File: src/rtl/core/cas_pkg.sv
// Package for the cave automaton smoothing block: field widths, register
// indexes, reset values and the transfer types of both channels.
// Used by every module under rtl/core; depends on nothing.
package cas_pkg;

  // Default depth of the line stores (cells per row at most).
  localparam int unsigned MaxColsDefault = 512;

  // Fixed field and register widths.
  localparam int unsigned GridRowsW = 12;
  localparam int unsigned GridColsW = 10;
  localparam int unsigned ThreshW   = 4;
  localparam int unsigned OutRowW   = 12;
  localparam int unsigned OutColW   = 9;
  localparam int unsigned CfgIdxW   = 2;
  localparam int unsigned CfgDataW  = 12;

  // Register values after reset.
  localparam logic [GridRowsW-1:0] GridRowsReset = 12'd60;
  localparam logic [GridColsW-1:0] GridColsReset = 10'd120;
  localparam logic [ThreshW-1:0]   ThreshReset   = 4'd4;

  // Highest row count; the row counter saturates here.
  localparam logic [GridRowsW-1:0] RowSat = '1;

  // Register indexes of the configuration port.
  typedef enum logic [CfgIdxW-1:0] {
    CFG_GRID_ROWS      = 2'd0,
    CFG_GRID_COLS      = 2'd1,
    CFG_WALL_THRESHOLD = 2'd2
  } cfg_reg_e;

  // One input transfer.
  typedef struct packed {
    logic cell_is_wall;
    logic frame_start;
  } in_item_t;

  // One result transfer.
  typedef struct packed {
    logic               new_wall;
    logic [OutRowW-1:0] out_row;
    logic [OutColW-1:0] out_col;
    logic               frame_last;
  } out_item_t;

  // Per-cell information from the scan stage to the window stage.
  typedef struct packed {
    logic               wall;
    logic               emit;
    logic               last;
    logic [OutRowW-1:0] out_row;
    logic [OutColW-1:0] out_col;
  } scan_t;

endpackage

File: src/rtl/core/cave_automaton_smoothing.sv
// Cave smoothing filter: one generation of a wall/open cellular automaton.
// Depends on cas_pkg, cas_scan, cas_line_mem and cas_window.
//
// Cells stream in raster order, one per clock while in_stall_o is low; a
// cell marked frame_start is taken as row 0, column 0. The block keeps the
// two rows above the current cell in a line store memory of MAX_COLS
// entries and a 3x3 window in flip-flops. The result for interior cell
// (r,c) is computed when cell (r+1,c+1) moves on from the window stage and
// is then held in the output register until it is taken.
// Border cells are always wall and produce no result. The line store holds no
// reset value, so registers are to be changed only between frames. Stalls on
// the output back up into in_stall_o after one cell of slack.
module cave_automaton_smoothing import cas_pkg::*; #(
  parameter int unsigned MAX_COLS = MaxColsDefault
) (
  input  logic                clk_i,
  input  logic                rst_ni,
  input  logic                in_valid_i,
  output logic                in_stall_o,
  input  in_item_t            in_item_i,
  output logic                out_valid_o,
  input  logic                out_stall_i,
  output out_item_t           out_item_o,
  input  logic                cfg_we_i,
  input  logic [CfgIdxW-1:0]  cfg_index_i,
  input  logic [CfgDataW-1:0] cfg_wdata_i
);

  localparam int unsigned AddrW = (MAX_COLS > 1) ? $clog2(MAX_COLS) : 1;

  logic [GridRowsW-1:0] grid_rows_q;
  logic [GridColsW-1:0] grid_cols_q;
  logic [ThreshW-1:0]   wall_threshold_q;
  logic                 accept;
  scan_t                scan;
  logic [AddrW-1:0]     col;
  logic [1:0]           rd_data;
  logic                 wr_en;
  logic [AddrW-1:0]     wr_addr;
  logic [1:0]           wr_data;

  // Configuration registers.
  always_ff @(posedge clk_i or negedge rst_ni) begin
    if (!rst_ni) begin
      grid_rows_q      <= GridRowsReset;
      grid_cols_q      <= GridColsReset;
      wall_threshold_q <= ThreshReset;
    end else if (cfg_we_i) begin
      case (cfg_reg_e'(cfg_index_i))
        CFG_GRID_ROWS:      grid_rows_q      <= cfg_wdata_i[GridRowsW-1:0];
        CFG_GRID_COLS:      grid_cols_q      <= cfg_wdata_i[GridColsW-1:0];
        CFG_WALL_THRESHOLD: wall_threshold_q <= cfg_wdata_i[ThreshW-1:0];
        default: begin
        end
      endcase
    end
  end

  cas_scan #(
    .MAX_COLS (MAX_COLS)
  ) u_scan (
    .clk_i       (clk_i),
    .rst_ni      (rst_ni),
    .accept_i    (accept),
    .in_item_i   (in_item_i),
    .grid_rows_i (grid_rows_q),
    .grid_cols_i (grid_cols_q),
    .col_o       (col),
    .scan_o      (scan)
  );

  cas_line_mem #(
    .MAX_COLS (MAX_COLS)
  ) u_line_mem (
    .clk_i     (clk_i),
    .rd_en_i   (accept),
    .rd_addr_i (col),
    .rd_data_o (rd_data),
    .wr_en_i   (wr_en),
    .wr_addr_i (wr_addr),
    .wr_data_i (wr_data)
  );

  cas_window #(
    .MAX_COLS (MAX_COLS)
  ) u_window (
    .clk_i            (clk_i),
    .rst_ni           (rst_ni),
    .in_valid_i       (in_valid_i),
    .in_stall_o       (in_stall_o),
    .accept_o         (accept),
    .scan_i           (scan),
    .col_i            (col),
    .rd_data_i        (rd_data),
    .wr_en_o          (wr_en),
    .wr_addr_o        (wr_addr),
    .wr_data_o        (wr_data),
    .wall_threshold_i (wall_threshold_q),
    .out_valid_o      (out_valid_o),
    .out_stall_i      (out_stall_i),
    .out_item_o       (out_item_o)
  );

endmodule

File: src/rtl/core/cas_line_mem.sv
// Line store memory: one entry per column holding the two rows above the
// current one. Synchronous read with write forwarding.
// Depends on cas_pkg.
module cas_line_mem import cas_pkg::*; #(
  parameter int unsigned MAX_COLS = MaxColsDefault,
  localparam int unsigned AddrW = (MAX_COLS > 1) ? $clog2(MAX_COLS) : 1
) (
  input  logic             clk_i,
  input  logic             rd_en_i,
  input  logic [AddrW-1:0] rd_addr_i,
  output logic [1:0]       rd_data_o,
  input  logic             wr_en_i,
  input  logic [AddrW-1:0] wr_addr_i,
  input  logic [1:0]       wr_data_i
);

  // Bit 1 holds the middle row, bit 0 the upper row.
  logic [1:0] mem_q [MAX_COLS];
  logic [1:0] rd_data_q;

  // Read port; a write to the same entry in the same cycle is passed through
  // so the read sees the value that the earlier cell leaves behind.
  always_ff @(posedge clk_i) begin
    if (rd_en_i) begin
      if (wr_en_i && (wr_addr_i == rd_addr_i)) begin
        rd_data_q <= wr_data_i;
      end else begin
        rd_data_q <= mem_q[rd_addr_i];
      end
    end
  end

  // Write port.
  always_ff @(posedge clk_i) begin
    if (wr_en_i) begin
      mem_q[wr_addr_i] <= wr_data_i;
    end
  end

  assign rd_data_o = rd_data_q;

endmodule

File: src/rtl/core/cas_scan.sv
// Scan stage: row and column counters, border forcing and the emit and
// last flags of each accepted cell. Depends on cas_pkg.
module cas_scan import cas_pkg::*; #(
  parameter int unsigned MAX_COLS = MaxColsDefault,
  localparam int unsigned AddrW = (MAX_COLS > 1) ? $clog2(MAX_COLS) : 1
) (
  input  logic                 clk_i,
  input  logic                 rst_ni,
  input  logic                 accept_i,
  input  in_item_t             in_item_i,
  input  logic [GridRowsW-1:0] grid_rows_i,
  input  logic [GridColsW-1:0] grid_cols_i,
  output logic [AddrW-1:0]     col_o,
  output scan_t                scan_o
);

  // Column arithmetic width: holds the clamped width and the column plus one.
  localparam int unsigned EffW = (AddrW + 1 > GridColsW) ? AddrW + 1 : GridColsW;
  localparam logic [EffW-1:0] MaxColsE = EffW'(MAX_COLS);

  logic [GridRowsW-1:0] row_q, row_d;
  logic [AddrW-1:0]     col_q, col_d;
  logic [GridRowsW-1:0] r;
  logic [AddrW-1:0]     c;
  logic [EffW-1:0]      cols, c_e, c_p1, c_m1;
  logic [GridRowsW:0]   r_p1;
  logic                 row_edge, col_edge;

  // Current position, with a frame start taken as the top-left cell.
  always_comb begin
    r    = in_item_i.frame_start ? '0 : row_q;
    c    = in_item_i.frame_start ? '0 : col_q;
    cols = (EffW'(grid_cols_i) > MaxColsE) ? MaxColsE : EffW'(grid_cols_i);
    c_e  = {{(EffW-AddrW){1'b0}}, c};
    c_p1 = c_e + 1'b1;
    c_m1 = c_e - 1'b1;
    r_p1 = {1'b0, r} + 1'b1;
    row_edge = (r == '0) || (r_p1 == {1'b0, grid_rows_i});
    col_edge = (c == '0) || (c_p1 == cols);
  end

  // Per-cell flags for the window stage.
  always_comb begin
    scan_o.wall    = in_item_i.cell_is_wall | row_edge | col_edge;
    scan_o.emit    = (r >= GridRowsW'(2)) && (c_e >= EffW'(2)) &&
                     (r < grid_rows_i) && (c_e < cols);
    scan_o.last    = (r_p1 == {1'b0, grid_rows_i}) && (c_p1 == cols);
    scan_o.out_row = r - 1'b1;
    scan_o.out_col = c_m1[OutColW-1:0];
    col_o          = c;
  end

  // Counter advance: wrap the column at the row end, saturate the row.
  always_comb begin
    if (c_p1 >= cols) begin
      col_d = '0;
      row_d = (r == RowSat) ? r : r + 1'b1;
    end else begin
      col_d = c_p1[AddrW-1:0];
      row_d = r;
    end
  end

  always_ff @(posedge clk_i or negedge rst_ni) begin
    if (!rst_ni) begin
      row_q <= '0;
      col_q <= '0;
    end else if (accept_i) begin
      row_q <= row_d;
      col_q <= col_d;
    end
  end

endmodule

File: src/rtl/core/cas_window.sv
// Window stage: takes the line store read, shifts the 3x3 window, counts
// neighbor walls, writes the stores back and holds the output register.
// Depends on cas_pkg.
module cas_window import cas_pkg::*; #(
  parameter int unsigned MAX_COLS = MaxColsDefault,
  localparam int unsigned AddrW = (MAX_COLS > 1) ? $clog2(MAX_COLS) : 1
) (
  input  logic               clk_i,
  input  logic               rst_ni,
  input  logic               in_valid_i,
  output logic               in_stall_o,
  output logic               accept_o,
  input  scan_t              scan_i,
  input  logic [AddrW-1:0]   col_i,
  input  logic [1:0]         rd_data_i,
  output logic               wr_en_o,
  output logic [AddrW-1:0]   wr_addr_o,
  output logic [1:0]         wr_data_o,
  input  logic [ThreshW-1:0] wall_threshold_i,
  output logic               out_valid_o,
  input  logic               out_stall_i,
  output out_item_t          out_item_o
);

  logic             s1_valid_q;
  scan_t            s1_q;
  logic [AddrW-1:0] s1_col_q;
  logic             advance;
  logic [8:0]       win_q, win_d;
  logic [7:0]       nbrs;
  logic [3:0]       walls;
  logic             out_valid_q;
  out_item_t        out_q;

  // Handshake: the cell in flight moves on when the output register is free.
  assign advance    = s1_valid_q && (!out_valid_q || !out_stall_i);
  assign in_stall_o = s1_valid_q && !advance;
  assign accept_o   = in_valid_i && !in_stall_o;

  always_ff @(posedge clk_i or negedge rst_ni) begin
    if (!rst_ni) begin
      s1_valid_q <= 1'b0;
    end else if (accept_o) begin
      s1_valid_q <= 1'b1;
    end else if (advance) begin
      s1_valid_q <= 1'b0;
    end
  end

  always_ff @(posedge clk_i) begin
    if (accept_o) begin
      s1_q     <= scan_i;
      s1_col_q <= col_i;
    end
  end

  // New column: upper row in bit 0, middle in bit 1, current in bit 2.
  always_comb begin
    win_d = {s1_q.wall, rd_data_i[1], rd_data_i[0], win_q[8:3]};
    nbrs  = {win_d[8:5], win_d[3:0]};
    walls = '0;
    for (int i = 0; i < 8; i++) begin
      walls = walls + {3'b000, nbrs[i]};
    end
  end

  always_ff @(posedge clk_i or negedge rst_ni) begin
    if (!rst_ni) begin
      win_q <= '0;
    end else if (advance) begin
      win_q <= win_d;
    end
  end

  // Write back: the middle row moves up and the current cell becomes middle.
  assign wr_en_o   = advance;
  assign wr_addr_o = s1_col_q;
  assign wr_data_o = {s1_q.wall, rd_data_i[1]};

  // Output register.
  always_ff @(posedge clk_i or negedge rst_ni) begin
    if (!rst_ni) begin
      out_valid_q <= 1'b0;
    end else if (advance && s1_q.emit) begin
      out_valid_q <= 1'b1;
    end else if (!out_stall_i) begin
      out_valid_q <= 1'b0;
    end
  end

  always_ff @(posedge clk_i) begin
    if (advance && s1_q.emit) begin
      out_q.new_wall   <= ({1'b0, walls} >= {1'b0, wall_threshold_i});
      out_q.out_row    <= s1_q.out_row;
      out_q.out_col    <= s1_q.out_col;
      out_q.frame_last <= s1_q.last;
    end
  end

  assign out_valid_o = out_valid_q;
  assign out_item_o  = out_q;

  // An accepted cell always occupies the window stage on the next cycle.
  assert property (@(posedge clk_i) disable iff (!rst_ni) accept_o |=> s1_valid_q)
    else $error("accepted cell did not reach the window stage");

  // The stores are written only by a cell that is in flight.
  assert property (@(posedge clk_i) disable iff (!rst_ni) wr_en_o |-> s1_valid_q)
    else $error("line store written without a cell in flight");

  // A stalled result is never overwritten by the next cell.
  assert property (@(posedge clk_i) disable iff (!rst_ni)
    (out_valid_q && out_stall_i) |-> !advance)
    else $error("window stage advanced over a stalled result");

  // A cell that left the window stage without a new one leaves it empty.
  assert property (@(posedge clk_i) disable iff (!rst_ni)
    (advance && !accept_o) |=> !s1_valid_q)
    else $error("window stage kept a cell that had moved on");

endmodule
File: config.mk
export PLATFORM = sky130hd
export DESIGN_NAME = cave_automaton_smoothing
export DESIGN_NICKNAME = d
export VERILOG_FILES = /design/src/rtl/core/cas_pkg.sv /design/src/rtl/core/cave_automaton_smoothing.sv /design/src/rtl/core/cas_line_mem.sv /design/src/rtl/core/cas_scan.sv /design/src/rtl/core/cas_window.sv
export SDC_FILE = /design/constraint.sdc
export NUM_CORES = 2
export LEC_CHECK = 0
export BUFFER_PORTS_ARGS = -buffer_cell sky130_fd_sc_hd__buf_2
export CORE_MARGIN = 2
export CORE_UTILIZATION = 50
export DETAILED_ROUTE_END_ITERATION = 12
export PLACE_DENSITY = 0.64
export SYNTH_ARGS = -nofsm -noshare
export SYNTH_HDL_FRONTEND = slang
export SYNTH_SLANG_ARGS = --single-unit
File: constraint.sdc
create_clock -name clk_i -period 18.3 [get_ports clk_i]
set_input_delay 0.915 -clock clk_i [delete_from_list [all_inputs] [get_ports clk_i]]
set_output_delay 0.915 -clock clk_i [all_outputs]
set_load 0.03 [all_outputs]
* Word level (Yosys, flattened, before mapping) *
Memories as Yosys holds them, arrays and structs flattened. A register that Yosys moved wholly into a read port is not among the register bits.
Index checks and enable logic that the tools add are counted.

operators by class
  mux-type cells = 12
  equality and inequality tests = 6
  bitwise operators = 2
  $add $sub $neg = 12
  shift-type cells = 0
  multipliers = 0
  reduce and logical (&&, ||, !) cells = 22
  div/mod/pow operators = 0
  $lt $le $gt $ge = 7

operators by type and width
  kind                     count
  $mux W12                 3
  $add A4 B1 Y4            6
  $mux W9                  2
  $add A12 B1 Y13 const B  1
  $eq A13 B12 Y1           1
  $add A12 B1 Y12 const B  1
  $eq A12 B12 Y1 const B   1
  $ge A12 B2 Y1 const B    1
  $logic_not A12 Y1        1
  $lt A12 B12 Y1           1
  $sub A12 B1 Y12 const B  1
  $add A9 B1 Y10 const B   1
  $eq A10 B10 Y1           1
  $ge A10 B10 Y1           1
  $gt A10 B10 Y1 const B   1
  $lt A9 B10 Y1            1
  $mux W10                 1
  $ge A9 B2 Y1 const B     1
  $logic_not A9 Y1         1
  $sub A9 B1 Y9 const B    1
  $logic_and A1 B1 Y1      8
  $mux W1                  6
  $reduce_and A2 Y1        3
  $ge A4 B4 Y1             1
  other kinds (9)          15

storage, ports and cells
  bits in read-only memories = 0
  bits in writable memories = 1024
  memories kept = 1
  latch bits = 0
  input bits = 21
  output and inout bits = 25
  flip-flop bits (word level) = 114
  logic and storage cells = 80

memories
  name              depth  bits a word  rd ports  clocked after memory_dff  write ports  RTL line            RTL
  u_line_mem.mem_q  512    2            1         1                         1            cas_line_mem.sv:18  logic [1:0] mem_q [MAX_COLS];

* Longest topological paths before layout *
  depth in word-level cells = 8
  depth in mapped cells = 18
  mapped depth without buffers = 16

* By module *
Synthesis repeated with hierarchy kept, for this count alone.

unflattened totals
  cells, all modules = 2973
  area, all modules = 48496.5 µm²

by module, submodules not included
  module                    area each (µm²)  instances  cells an instance  seq. area each (µm²)
  cas_line_mem              42206.7          1          2415               30809.5
  cas_scan                  2961.6           1          382                525.5
  cas_window                2317.2           1          119                1881.8
  cave_automaton_smoothing  1011.0           1          57                 661.9

* Worst setup path after synthesis *
No wires, ideal clock.

  path type = reg-to-reg
  start point = reg u_window.s1_q (netlist bit u_window.wr_data_o[1])
  end point = reg u_window.out_q (netlist bit u_window.out_item_o[22]) (data pin)
  clock period less this slack = 9.281 ns
  stages on the path, launching flop included = 13
  path slack = 9.019 ns
  arrival time = 9.025 ns
  cell sequence = edfxtp_1 inv_1 fa_1 inv_1 fa_1 inv_1 fa_1 inv_1 ha_1 a21oi_1 nor2b_1 o21ai_0 nand2b_1

between the ends
  word-level cells in the longest chain between the ends = 2

RTL lines
  what                    RTL line          RTL
  start, declared         cas_window.sv:26  scan_t s1_q;
  start signal, assigned  cas_window.sv:52  s1_q <= scan_i;
  $add A4 B1 Y4           cas_window.sv:63  walls = walls + {3'b000, nbrs[i]};
  $ge A4 B4 Y1            cas_window.sv:93  out_q.new_wall <= ({1'b0, walls} >= {1'b0, wall_threshold_i});
  end, declared           cas_window.sv:33  out_item_t out_q;

No other way between the ends.
A chain may end at the register's enable or synchronous reset.

* Final worst setup path *
  start point = in in_item_i[0] (netlist name)
  end point = reg u_scan.row_q[3]

between the ends
  word-level cells in the longest chain between the ends = 4
  elaborated cells between the ends (all ways) = 8

RTL lines
  what                  RTL line                        RTL
  start, declared       cave_automaton_smoothing.sv:20  input in_item_t in_item_i,
  $mux W9               cas_scan.sv:32                  c = in_item_i.frame_start ? '0 : col_q;
  via col[5]            cave_automaton_smoothing.sv:36  logic [AddrW-1:0] col;
  $add A9 B1 Y10        cas_scan.sv:35                  c_p1 = c_e + 1'b1;
  $ge A10 B10 Y1        cas_scan.sv:55                  if (c_p1 >= cols) begin
  $mux W12              cas_scan.sv:55
  end signal, assigned  cas_scan.sv:69                  row_q <= row_d;
  end, declared         cas_scan.sv:21                  logic [GridRowsW-1:0] row_q, row_d;

The timed path passes the listed nets, and every way through them passes these cells.

==> flow_summary.yaml <==
pwr:
  leakagePower_nw: 17.4
  power_density_nw_per_um2: 118
  vdd.ir_drop.worst_v: 0.0000789
setup_path:
  crit_end: "u_scan.row_q[3]"
  reg2regPathDepth: 16
  crit_fanout: 44
  crit_required_ns: 18.95
  rr_endpoint: "u_scan.row_q[3]"
  worstReg2RegStart: "u_scan.col_q[3]"
  critPathLaunchType: "input port"
  end_kind: "flip-flop"
  reg2reg_setup_slack_ns: 12.67
  crit_path_start: "in_item_i[0]"
  path_class: "input port to flip-flop"
  worstPathArrival_ns: 6.58
synth:
  ys_warn_count: 0
  synth_top_area_frac: 0.660
  synthTopCellsByArea: "edfxtp_1, nor2_1, nand2_1"
  synth_area_um2: 49200
  yosysTopAreaCell: "edfxtp_1"
  yosys.area_share.adder: 0.0133
  synth_top_family_by_area: "simple AND/OR/NAND/NOR gates"
  synth_flop_cell: "edfxtp_1"
  synthMuxAreaShare: 0.0502
  syn_inst: 3820
  ys_async_sr_fraction: 0.0484
  ys_seq_area_frac: 0.689
  synth_edf_count: 1082
  synth_cell_types: 77
  avgSynthCellArea_um2: 12.9
  synth_seq_cells: 1137
  synth_compound_area_frac: 0.0832
  synth_simple_gate_area_frac: 0.122
  synthesis.nets: 3891
  synth_xor_area_frac: 0.00855
clock_network:
  numClockSinks: 1137
  numCtsBuffers: 114
  clkLatencyLatePin_ns: 0.72
  cts_tree: "yes"
  cts_resized: 0
  clock-root-buffer: "clkbuf_16"
  cts_setup_buffers: 0
  cts_max_level: 3
  ctsHoldBuffers: 0
  ctsLongestPathBuffers: 3
  clk_pin_slew_ns: 0.06
placed_design:
  pre_cts_slack_ns: 11.92
  hpwl_um: 78000
  io_buffer_count: 45
  gp_congestion: 0.885
floorplanning:
  die_h_um: 318
  die_x_um: 318
  io-pin-count: 46
  start_util: 0.502
  dieArea_um2: 101000
  coreArea_um2: 98000
  rows: 115
layout:
  n_fill_cell: 8057
  final_nets: 3823
  final_cell_mix: "edfxtp_1, nor2_1, nand2_1, mux2i_1, a21oi_1"
  layout_commonest_cell: "edfxtp_1"
  syn_to_final_growth_pct: 9.31
  diodes: 0
  drive_gt1_frac: 0.0942
timing:
  finalSetupViolations: 0
  finClkSkew_ns: 0.0386
  final-max-slew-violation-count: 0
  maxSlewHeadroom: 0.136
  setup_ws_ns: 12.37
  tns_ns: 0
  fmax_mhz: 169
  period_share: 0.324
  tightest_slew_ns: 1.29
  hold_viol: 0
  period_needed_ns: 5.93
  rsz0062_at_grt: "false"
run:
  maxCapViolations: 0
min_path:
  holdCritPathClass: "input port to asynchronous set/reset pin"
global_routing:
  grt_pass1_wl_um: 204000
  grt_antenna_before_repair: 1
  grt.total_usage: 0.272
  grt_max_degree: 218
  grt_pass1_vias: 31100
  grt_overflow_total: 0
route:
  drt-pass1-iter-count: 6
  wire_per_inst_um: 27.3
  drc_errors: 0
  final_antenna_net_count: 0
  wl_um: 140000
  via_per_inst: 6.24
  vias: 32000
  drt_iter0_markers: 4436
status:
  status: "completed"
flip-flops by register name (all words and copies together), names as in the netlist:
name,cells
u_scan.col_q,9
grid_cols_q,10
u_window.wr_data_o,1
u_line_mem.rd_data_o,2
u_window.s1_valid_q,1
u_line_mem.mem_q,1024
u_window.win_q,6
u_window.s1_q,23
wall_threshold_q,4
u_window.out_item_o,23
u_window.wr_addr_o,9
u_scan.row_q,12
u_window.out_valid_o,1
grid_rows_q,12
critical path, cell delays in order:
cell	delay, ns
buf_2	0.08
buf_4	0.33
buf_4	0.58
inv_2	0.23
nand2_2	0.35
inv_2	0.26
nand2_1	0.67
nor2_1	0.16
nand4_1	0.15
xor2_1	0.15
nor2_1	0.08
ha_1	0.36
nand4_1	0.11
nor4b_1	0.55
nor2_1	0.12
o211ai_1	0.50
nand2_1	0.31
nor2_1	0.38
a221o_1	0.22
worst min-delay path by stage:
| stage | from | end | slack [ns] | cells past startpoint |
|---|---|---|---|---|
| floorplan | u_window.s1_q[21] | u_window.out_item_o[0] | 0.40 | 0 |
| global placement | u_window.s1_q[10] | u_window.out_item_o[11] | 0.40 | 0 |
| detailed placement | u_window.s1_q[13] | u_window.out_item_o[14] | 0.40 | 0 |
| CTS | rst_ni | u_window.win_q[3] | 0.34 | 2 |
| global route | rst_ni | wall_threshold_q[3] | 0.39 | 2 |
| finish | rst_ni | wall_threshold_q[3] | 0.32 | 2 |
synthesized netlist by cell type (84+ instances only):
| library cell | number |
|---|---|
| mux2i_1 | 168 |
| a31oi_1 | 84 |
| nand2_1 | 539 |
| a21oi_1 | 146 |
| nor2_1 | 565 |
| clkbuf_1 | 134 |
| nand3_1 | 90 |
| edfxtp_1 | 1082 |
| o21ai_0 | 91 |
| buf_2 | 84 |
| a211oi_1 | 88 |
| nor2b_1 | 104 |
report_power, final:
group | switching, mW | internal (mW) | total (mW)
clock | 0.984 | 1.28 | 2.26
combinational | 0.740 | 0.320 | 1.06
sequential | 0.0491 | 2.97 | 3.02
cells by family after synthesis:
group / after synthesis
XOR/XNOR: 48
AND/OR/NAND/NOR: 1410
buffers and inverters: 338
flip-flops: 1137
multiplexers: 221
adder cells (fa/ha/maj): 50
AO/OA/AOI/OAI: 616
routing by layer:
metal	wire, µm	vias to the layer above	track usage
met2	66300	1716	0.438
met1	55000	16000	0.369
li1	-	13900	-
met5	0	-	0
met4	5520	0	0.108
met3	13000	318	0.0495
through the flow:
step                      cell area [µm²]  instances  utilization  power, mW  hold slack [ns]
final                               53800       5130        0.549       6.34            0.323
after CTS                           53800       5130        0.549       6.34            0.340
after floorplan                     49200       3820            -       3.82            0.400
after global placement              50200       4923        0.512       4.11            0.401
after detailed placement            50200       4923        0.512       4.12            0.405
after global routing                53800       5130        0.549       6.53            0.395
cell type report:
class | instances | area, µm² | area share
Inverter | 52 | 205 | 0.00382
Multi-Input combinational cell | 2345 | 13800 | 0.256
Clock buffer | 164 | 3190 | 0.0593
Sequential cell | 1137 | 33900 | 0.630
Tap cell | 1287 | 1610 | 0.0299
Clock inverter | 43 | 370 | 0.00689
Timing Repair Buffer | 102 | 741 | 0.0138
(Power assumes the default switching activity.)
